### config.mk
export PLATFORM = sky130hd
export DESIGN_NAME = circle_rasterizer_unit
export DESIGN_NICKNAME = d
export VERILOG_FILES = /design/src/sv/cru_pkg.sv /design/src/sv/circle_rasterizer_unit.sv
export SDC_FILE = /design/constraint.sdc
export NUM_CORES = 1
export LEC_CHECK = 0
export ABC_AREA = 1
export ABC_CLOCK_PERIOD_IN_PS = 3800
export BUFFER_PORTS_ARGS = -buffer_cell sky130_fd_sc_hd__buf_2
export CELL_PAD_IN_SITES_DETAIL_PLACEMENT = 0
export CELL_PAD_IN_SITES_GLOBAL_PLACEMENT = 1
export CORE_UTILIZATION = 46
export CTS_BUF_LIST = sky130_fd_sc_hd__clkbuf_8
export CTS_CLUSTER_DIAMETER = 60
export DETAILED_ROUTE_END_ITERATION = 12
export GPL_TIMING_DRIVEN = 0
export PLACE_DENSITY = 0.84
export SETUP_SLACK_MARGIN = 0.05
export SYNTH_ARGS = -nofsm -noshare
export SYNTH_HDL_FRONTEND = slang
export SYNTH_SLANG_ARGS = --single-unit
### constraint.sdc
create_clock -name i_clk -period 3.8 [get_ports i_clk]
set_input_delay 0.76 -clock i_clk [delete_from_list [all_inputs] [get_ports i_clk]]
set_output_delay 0.76 -clock i_clk [all_outputs]
set_load 0.005 [all_outputs]
### src/sv/cru_pkg.sv
// Package for the circle rasterizer unit: screen and radius defaults,
// command codes and the mirror point count. No dependencies.
package cru_pkg;

    // Default screen size and radius limit
    localparam int unsigned SCREEN_WIDTH_DEF  = 128;
    localparam int unsigned SCREEN_HEIGHT_DEF = 64;
    localparam int unsigned MAX_RADIUS_DEF    = 127;

    // Input beat kind, carried on tuser
    typedef enum logic {
        CMD_START   = 1'b0,
        CMD_ADVANCE = 1'b1
    } t_cmd;

    // Index of the last of the eight mirror points
    localparam logic [2:0] MIRROR_LAST = 3'd7;

    // Midpoint start terms
    localparam logic [8:0]  STEP_A_INIT = 9'd3;
    localparam logic [9:0]  STEP_B_BASE = 10'd2;
    localparam logic [10:0] DECISION_BASE = 11'd1;
    localparam logic [8:0]  STEP_INC = 9'd2;

endpackage

### src/sv/circle_rasterizer_unit.sv
// Circle rasterizer unit: midpoint circle pixel generator, eight-way mirror.
// Depends on cru_pkg.
//
//  channel  | dir | tdata (low bit up)                          | tuser      | tlast
//  s_axis   | in  | center_x, center_y, radius, pixel_op, pad   | command    | -
//  m_axis   | out | pixel_x, pixel_y, op_out, pad               | on_screen  | last_pixel
//
// One beat is taken every cycle while s_axis_tready is high; an advance
// beat's pixel appears in the output register in the next cycle. Cycle time is set
// by the mirror add feeding the screen compare and the three-term decision sum.
// Synchronous active-low reset clears the busy flag, the mirror index, the offsets
// and output valid.
// s_axis_tready drops only while a held output beat is not taken by m_axis.
module circle_rasterizer_unit
    import cru_pkg::*;
#(
    parameter int unsigned SCREEN_WIDTH  = SCREEN_WIDTH_DEF,
    parameter int unsigned SCREEN_HEIGHT = SCREEN_HEIGHT_DEF,
    parameter int unsigned MAX_RADIUS    = MAX_RADIUS_DEF
) (
    input  logic        i_clk,
    input  logic        i_rst_n,
    input  logic        s_axis_tvalid,
    output logic        s_axis_tready,
    input  logic [31:0] s_axis_tdata,   // center_x[7:0], center_y[15:8], radius[22:16],
                                        // pixel_op[24:23], zero pad
    input  logic        s_axis_tuser,   // command
    output logic        m_axis_tvalid,
    input  logic        m_axis_tready,
    output logic [23:0] m_axis_tdata,   // pixel_x[7:0], pixel_y[15:8], op_out[17:16], zero pad
    output logic        m_axis_tuser,   // on_screen
    output logic        m_axis_tlast    // last_pixel
);

    // Circle state
    logic        r_busy, n_busy;
    logic [7:0]  r_cx, n_cx;
    logic [7:0]  r_cy, n_cy;
    logic [1:0]  r_op, n_op;
    logic [6:0]  r_a, n_a;
    logic [6:0]  r_b, n_b;
    logic [10:0] r_decision, n_decision;
    logic [8:0]  r_step_a, n_step_a;
    logic [9:0]  r_step_b, n_step_b;
    logic [2:0]  r_mirror, n_mirror;

    // Output register
    logic        r_out_valid, n_out_valid;
    logic [7:0]  r_px, n_px;
    logic [7:0]  r_py, n_py;
    logic        r_on_screen, n_on_screen;
    logic [1:0]  r_op_out, n_op_out;
    logic        r_last, n_last;

    // Input field unpacking
    logic        w_accept;
    t_cmd        w_cmd;
    logic [7:0]  w_in_cx;
    logic [7:0]  w_in_cy;
    logic [6:0]  w_in_radius;
    logic [6:0]  w_radius;
    logic [1:0]  w_in_op;

    // Datapath helpers
    logic [7:0]  w_a8;
    logic [7:0]  w_b8;
    logic [7:0]  w_px;
    logic [7:0]  w_py;
    logic [11:0] w_d_ext;
    logic [11:0] w_sa_ext;
    logic [11:0] w_sb_ext;
    logic [11:0] w_d_neg;
    logic [11:0] w_d_pos;

    assign s_axis_tready = !r_out_valid || m_axis_tready;
    assign w_accept      = s_axis_tvalid && s_axis_tready;
    assign w_cmd         = t_cmd'(s_axis_tuser);
    assign w_in_cx       = s_axis_tdata[7:0];
    assign w_in_cy       = s_axis_tdata[15:8];
    assign w_in_radius   = s_axis_tdata[22:16];
    assign w_in_op       = s_axis_tdata[24:23];

    // Radius saturation
    assign w_radius = (w_in_radius > 7'(MAX_RADIUS)) ? 7'(MAX_RADIUS) : w_in_radius;

    // Mirror point select
    assign w_a8 = {1'b0, r_a};
    assign w_b8 = {1'b0, r_b};
    always_comb begin
        case (r_mirror)
            3'd0: begin w_px = r_cx + w_b8; w_py = r_cy + w_a8; end
            3'd1: begin w_px = r_cx + w_a8; w_py = r_cy + w_b8; end
            3'd2: begin w_px = r_cx - w_a8; w_py = r_cy + w_b8; end
            3'd3: begin w_px = r_cx - w_b8; w_py = r_cy + w_a8; end
            3'd4: begin w_px = r_cx - w_b8; w_py = r_cy - w_a8; end
            3'd5: begin w_px = r_cx - w_a8; w_py = r_cy - w_b8; end
            3'd6: begin w_px = r_cx + w_a8; w_py = r_cy - w_b8; end
            default: begin w_px = r_cx + w_b8; w_py = r_cy - w_a8; end
        endcase
    end

    // Midpoint decision candidates, one bit of headroom
    assign w_d_ext  = {r_decision[10], r_decision};
    assign w_sa_ext = {3'b000, r_step_a};
    assign w_sb_ext = {{2{r_step_b[9]}}, r_step_b};
    assign w_d_neg  = w_d_ext + w_sa_ext;
    assign w_d_pos  = w_d_ext + w_sa_ext + w_sb_ext;

    // Next state and output beat
    always_comb begin
        n_busy      = r_busy;
        n_cx        = r_cx;
        n_cy        = r_cy;
        n_op        = r_op;
        n_a         = r_a;
        n_b         = r_b;
        n_decision  = r_decision;
        n_step_a    = r_step_a;
        n_step_b    = r_step_b;
        n_mirror    = r_mirror;
        n_out_valid = r_out_valid && !m_axis_tready;
        n_px        = r_px;
        n_py        = r_py;
        n_on_screen = r_on_screen;
        n_op_out    = r_op_out;
        n_last      = r_last;

        if (w_accept) begin
            if (w_cmd == CMD_START) begin
                n_busy     = 1'b1;
                n_cx       = w_in_cx;
                n_cy       = w_in_cy;
                n_op       = w_in_op;
                n_a        = '0;
                n_b        = w_radius;
                n_step_a   = STEP_A_INIT;
                n_step_b   = STEP_B_BASE - {2'b00, w_radius, 1'b0};
                n_decision = DECISION_BASE - {4'b0000, w_radius};
                n_mirror   = '0;
            end else if (r_busy) begin
                n_out_valid = 1'b1;
                n_px        = w_px;
                n_py        = w_py;
                n_on_screen = ({1'b0, w_px} < 9'(SCREEN_WIDTH)) &&
                              ({1'b0, w_py} < 9'(SCREEN_HEIGHT));
                n_op_out    = r_op;
                n_last      = 1'b0;
                n_mirror    = r_mirror + 3'd1;
                if (r_mirror == MIRROR_LAST) begin
                    if (r_a < r_b) begin
                        // one midpoint step
                        n_a      = r_a + 7'd1;
                        n_step_a = r_step_a + STEP_INC;
                        if (r_decision[10]) begin
                            n_decision = w_d_neg[10:0];
                        end else begin
                            n_decision = w_d_pos[10:0];
                            n_step_b   = r_step_b + {1'b0, STEP_INC};
                            n_b        = r_b - 7'd1;
                        end
                    end else begin
                        n_last = 1'b1;
                        n_busy = 1'b0;
                    end
                end
            end
        end
    end

    // Control registers
    always_ff @(posedge i_clk) begin
        if (!i_rst_n) begin
            r_busy      <= 1'b0;
            r_out_valid <= 1'b0;
            r_mirror    <= '0;
            r_a         <= '0;
            r_b         <= '0;
        end else begin
            r_busy      <= n_busy;
            r_out_valid <= n_out_valid;
            r_mirror    <= n_mirror;
            r_a         <= n_a;
            r_b         <= n_b;
        end
    end

    // Payload registers
    always_ff @(posedge i_clk) begin
        r_cx        <= n_cx;
        r_cy        <= n_cy;
        r_op        <= n_op;
        r_decision  <= n_decision;
        r_step_a    <= n_step_a;
        r_step_b    <= n_step_b;
        r_px        <= n_px;
        r_py        <= n_py;
        r_on_screen <= n_on_screen;
        r_op_out    <= n_op_out;
        r_last      <= n_last;
    end

    assign m_axis_tvalid = r_out_valid;
    assign m_axis_tdata  = {6'b000000, r_op_out, r_py, r_px};
    assign m_axis_tuser  = r_on_screen;
    assign m_axis_tlast  = r_last;

endmodule

==> run_summary.xml <==
<?xml version="1.0" encoding="UTF-8"?>
<metrics>
  <group name="status">
    <metric name="run_status" unit="">finished clean</metric>
  </group>
  <group name="yosys">
    <metric name="count_of_warnings_emitted_by_yosys" unit="">0</metric>
    <metric name="postSynthCellCount" unit="">736</metric>
    <metric name="synthesis.area_per_instance" unit="um2">8.19</metric>
    <metric name="proportion_of_synthesized_chip_area_in_sequential_cells" unit="">0.392</metric>
    <metric name="netlist-cell-type-count" unit="">50</metric>
    <metric name="post_synth_edffs" unit="">66</metric>
    <metric name="asyncSetResetFlopFracSynth" unit="">0</metric>
    <metric name="synth_top_cells_by_area" unit="">edfxtp_1 (33%), nand2_1 (11%), ha_1 (10%), dfxtp_1 (6.3%), inv_1 (5.9%)</metric>
    <metric name="yosys.area.top_type_share" unit="">0.329</metric>
    <metric name="netlist_area" unit="um2">6030</metric>
    <metric name="synth_area_leader_cell" unit="">edfxtp_1</metric>
    <metric name="synth_flop_cell" unit="">edfxtp_1</metric>
    <metric name="synth-seq-cells" unit="">85</metric>
  </group>
  <group name="power">
    <metric name="power.density_cell_area" unit="nW/um2">339</metric>
    <metric name="share_comb_of_total_power" unit="">0.264</metric>
    <metric name="sw_frac_of_total" unit="">0.332</metric>
    <metric name="netSwitchingPower" unit="uW">757</metric>
    <metric name="power.clock.fraction" unit="">0.261</metric>
    <metric name="vdd_drop_max" unit="uV">222</metric>
    <metric name="leakagePower" unit="nW">3.11</metric>
    <metric name="p_seq_frac" unit="">0.475</metric>
    <metric name="intPower" unit="mW">1.52</metric>
  </group>
  <group name="grt">
    <metric name="gr-usage-all-layers" unit="">0.227</metric>
    <metric name="globalRouteOverflowTotal" unit="">0</metric>
    <metric name="grt_antenna_before_repair" unit="">0</metric>
    <metric name="grt_max_degree" unit="">28</metric>
    <metric name="wire_length_of_the_first_global_routing_pass" unit="mm">23.1</metric>
    <metric name="grt_pass1_vias" unit="">4749</metric>
  </group>
  <group name="sta">
    <metric name="finalMaxSlewViolations" unit="">0</metric>
    <metric name="timing.setup.tns" unit="ps">0</metric>
    <metric name="finalHoldViolations" unit="">0</metric>
    <metric name="final.min_clock_period" unit="ps">3130</metric>
    <metric name="fin_skew" unit="ps">22.1</metric>
    <metric name="setup_viol_count_final" unit="">0</metric>
    <metric name="final_critical_path_setup_slack" unit="ps">672</metric>
    <metric name="slew_headroom" unit="">0.410</metric>
    <metric name="finalHoldWorstSlack" unit="ps">436</metric>
    <metric name="fmax" unit="GHz">0.320</metric>
    <metric name="tightestPinTransition" unit="ps">884</metric>
    <metric name="rsz0062_at_grt" unit="">no</metric>
    <metric name="finalCritPeriodShare" unit="">0.823</metric>
  </group>
  <group name="floorplan">
    <metric name="design.core.area" unit="um2">12700</metric>
    <metric name="die_area" unit="um2">13600</metric>
    <metric name="top_level_ports" unit="">65</metric>
    <metric name="dieHeight" unit="um">117</metric>
    <metric name="floorplan.initialDensity" unit="">0.474</metric>
    <metric name="placementRows" unit="">41</metric>
    <metric name="floorplan_die_width" unit="um">117</metric>
  </group>
  <group name="finish">
    <metric name="finalCoreUtilization" unit="">0.528</metric>
    <metric name="layout-drive-gt1-share" unit="">0.145</metric>
    <metric name="antenna_cells" unit="">0</metric>
    <metric name="layout_common_cells" unit="">nand2_1 (174), inv_1 (95), edfxtp_1 (66), nor2_1 (59), buf_2 (55)</metric>
    <metric name="multiInputGateArea" unit="um2">3190</metric>
    <metric name="syn_to_final_growth" unit="%">11.3</metric>
    <metric name="layout_commonest_cell" unit="">nand2_1</metric>
    <metric name="final_net_count" unit="">894</metric>
    <metric name="layout.area.seq" unit="um2">2360</metric>
    <metric name="fill_cells" unit="">1241</metric>
  </group>
  <group name="critical_path">
    <metric name="timing.critical_path.required" unit="ps">4050</metric>
    <metric name="worstSetupStartpointType" unit="">flop</metric>
    <metric name="worst_ep_arrival_time" unit="ps">3380</metric>
    <metric name="crit_path_end_kind" unit="">flop</metric>
    <metric name="rrSetupSlack" unit="ps">670</metric>
    <metric name="worst-path-max-fanout" unit="">8</metric>
    <metric name="critical_path_class" unit="">flop to flop</metric>
    <metric name="r2r.worst_path.cells" unit="">17</metric>
  </group>
  <group name="placed_design">
    <metric name="globalplace.congestion" unit="">0.883</metric>
    <metric name="detailed_place_hpwl" unit="mm">11.4</metric>
    <metric name="io_buffer_count" unit="">51</metric>
    <metric name="dp_worst_setup_slack" unit="ps">712</metric>
  </group>
  <group name="clock_tree">
    <metric name="cts.hold.buffers_added" unit="">0</metric>
    <metric name="clk_pin_slew" unit="ps">100</metric>
    <metric name="root_buffer" unit="">clkbuf_8</metric>
    <metric name="tritoncts" unit="">built</metric>
    <metric name="cts_sinks" unit="">85</metric>
    <metric name="post_cts.repair.setup_buffers" unit="">0</metric>
    <metric name="cts_resized" unit="">0</metric>
    <metric name="cts-root-to-sink-buffers" unit="">2</metric>
    <metric name="worst_skew_late_latency" unit="ps">390</metric>
    <metric name="cts_buffers" unit="">9</metric>
    <metric name="clock_tree.htree_level_count" unit="">3</metric>
  </group>
  <group name="routing">
    <metric name="routed-via-count" unit="">5040</metric>
    <metric name="wl_per_cell" unit="um">14.7</metric>
    <metric name="drt-total-wl" unit="mm">14.4</metric>
    <metric name="drc_errors" unit="">0</metric>
    <metric name="antenna_left" unit="">0</metric>
    <metric name="drt-initial-drc-count" unit="">360</metric>
    <metric name="via_per_inst" unit="">5.14</metric>
    <metric name="detail_route.first_pass.iterations" unit="">5</metric>
  </group>
  <group name="min_path">
    <metric name="worst_hold_path.num_cells" unit="">0</metric>
    <metric name="timing.hold.worst.class" unit="">flop to flop</metric>
  </group>
  <group name="job">
    <metric name="drv.max_cap_violation_count" unit="">0</metric>
  </group>
</metrics>
==> critical path: stages (launching register included) <==
cell	delay, ps
dfxtp_1	380
inv_1	110
ha_1	220
inv_2	130
a21oi_4	120
nor2_4	220
inv_2	70
nor2_4	170
inv_1	160
nand4_1	100
o21ai_1	80
ha_1	360
a21oi_1	170
nand2_1	110
a21oi_1	270
nand3b_1	150
nand2_1	70
nor2_1	110
==> path summary, 6_finish.rpt <==
path | from | to
hold reg to reg | r_op[0] | r_op_out[0]
hold / removal | r_op[0] | r_op_out[0]
setup reg to reg | r_mirror[0] | m_axis_tuser
setup / recovery | r_mirror[0] | m_axis_tuser
==> per-layer routing <==
| layer | track usage | vias up | share of wire |
|---|---|---|---|
| met2 | 0.347 | 124 | 0.44 |
| met3 | 0.0431 | 20 | 0.048 |
| li1 | - | 2579 | - |
| met5 | 0 | - | 0 |
| met1 | 0.321 | 2317 | 0.50 |
| met4 | 0.0769 | 0 | 0.016 |
==> Yosys cell counts, types with 5 or more instances <==
| master | number |
|---|---|
| a21oi_1 | 50 |
| buf_4 | 6 |
| dfxtp_1 | 19 |
| edfxtp_1 | 66 |
| ha_1 | 49 |
| inv_1 | 94 |
| inv_2 | 8 |
| nand2_1 | 174 |
| nand3_1 | 43 |
| nand4_1 | 8 |
| nor2_1 | 60 |
| nor2_4 | 5 |
| o211ai_1 | 5 |
| o21ai_0 | 37 |
| o21ai_1 | 13 |
| o21bai_1 | 5 |
| xnor2_1 | 7 |
| xor2_1 | 28 |
==> per-stage QoR <==
step,std cells,area [um2],power [mW]
after CTS,981,6710,2.30
final,981,6710,2.28
after global placement,964,6520,1.68
after detailed placement,965,6540,1.70
after global routing,981,6710,2.41
after floorplan,741,6050,1.54
==> final cells by class <==
class,count,area share
multi-input combinational,538,0.475
sequential,85,0.352
inverter,102,0.0570
timing repair buffer,52,0.0403
tap,172,0.0321
clock buffer,9,0.0185
buffer,16,0.0177
clock inverter,7,0.00746
==> power by group through the flow <==
stage	Clock [mW]	Sequential [mW]	Combinational, mW
2_1_floorplan	0	1.10	0.444
3_3_place_gp	0	1.10	0.581
4_1_cts	0.616	1.08	0.599
5_1_grt	0.647	1.09	0.680
6_report	0.594	1.08	0.600
3_5_place_dp	0	1.10	0.595
==> state kept, by name, summed over array words and instances, names as in the netlist <==
| signal | count |
|---|---|
| m_axis_tlast | 1 |
| m_axis_tuser | 1 |
| m_axis_tvalid | 1 |
| r_a | 7 |
| r_b | 7 |
| r_busy | 1 |
| r_cx | 8 |
| r_cy | 8 |
| r_decision | 11 |
| r_mirror | 3 |
| r_op | 2 |
| r_op_out | 2 |
| r_px | 8 |
| r_py | 8 |
| r_step_a | 8 |
| r_step_b | 9 |
==> cell families after synthesis <==
group	after synthesis	synth area share
other	1	0.000622
XOR/XNOR	35	0.0508
flip-flops	85	0.392
adder cells (fa/ha/maj)	53	0.115
buffers and inverters	118	0.0832
AND/OR/NAND/NOR	311	0.228
AO/OA/AOI/OAI	133	0.131
No activity file was read; power rests on OpenSTA's default activity.
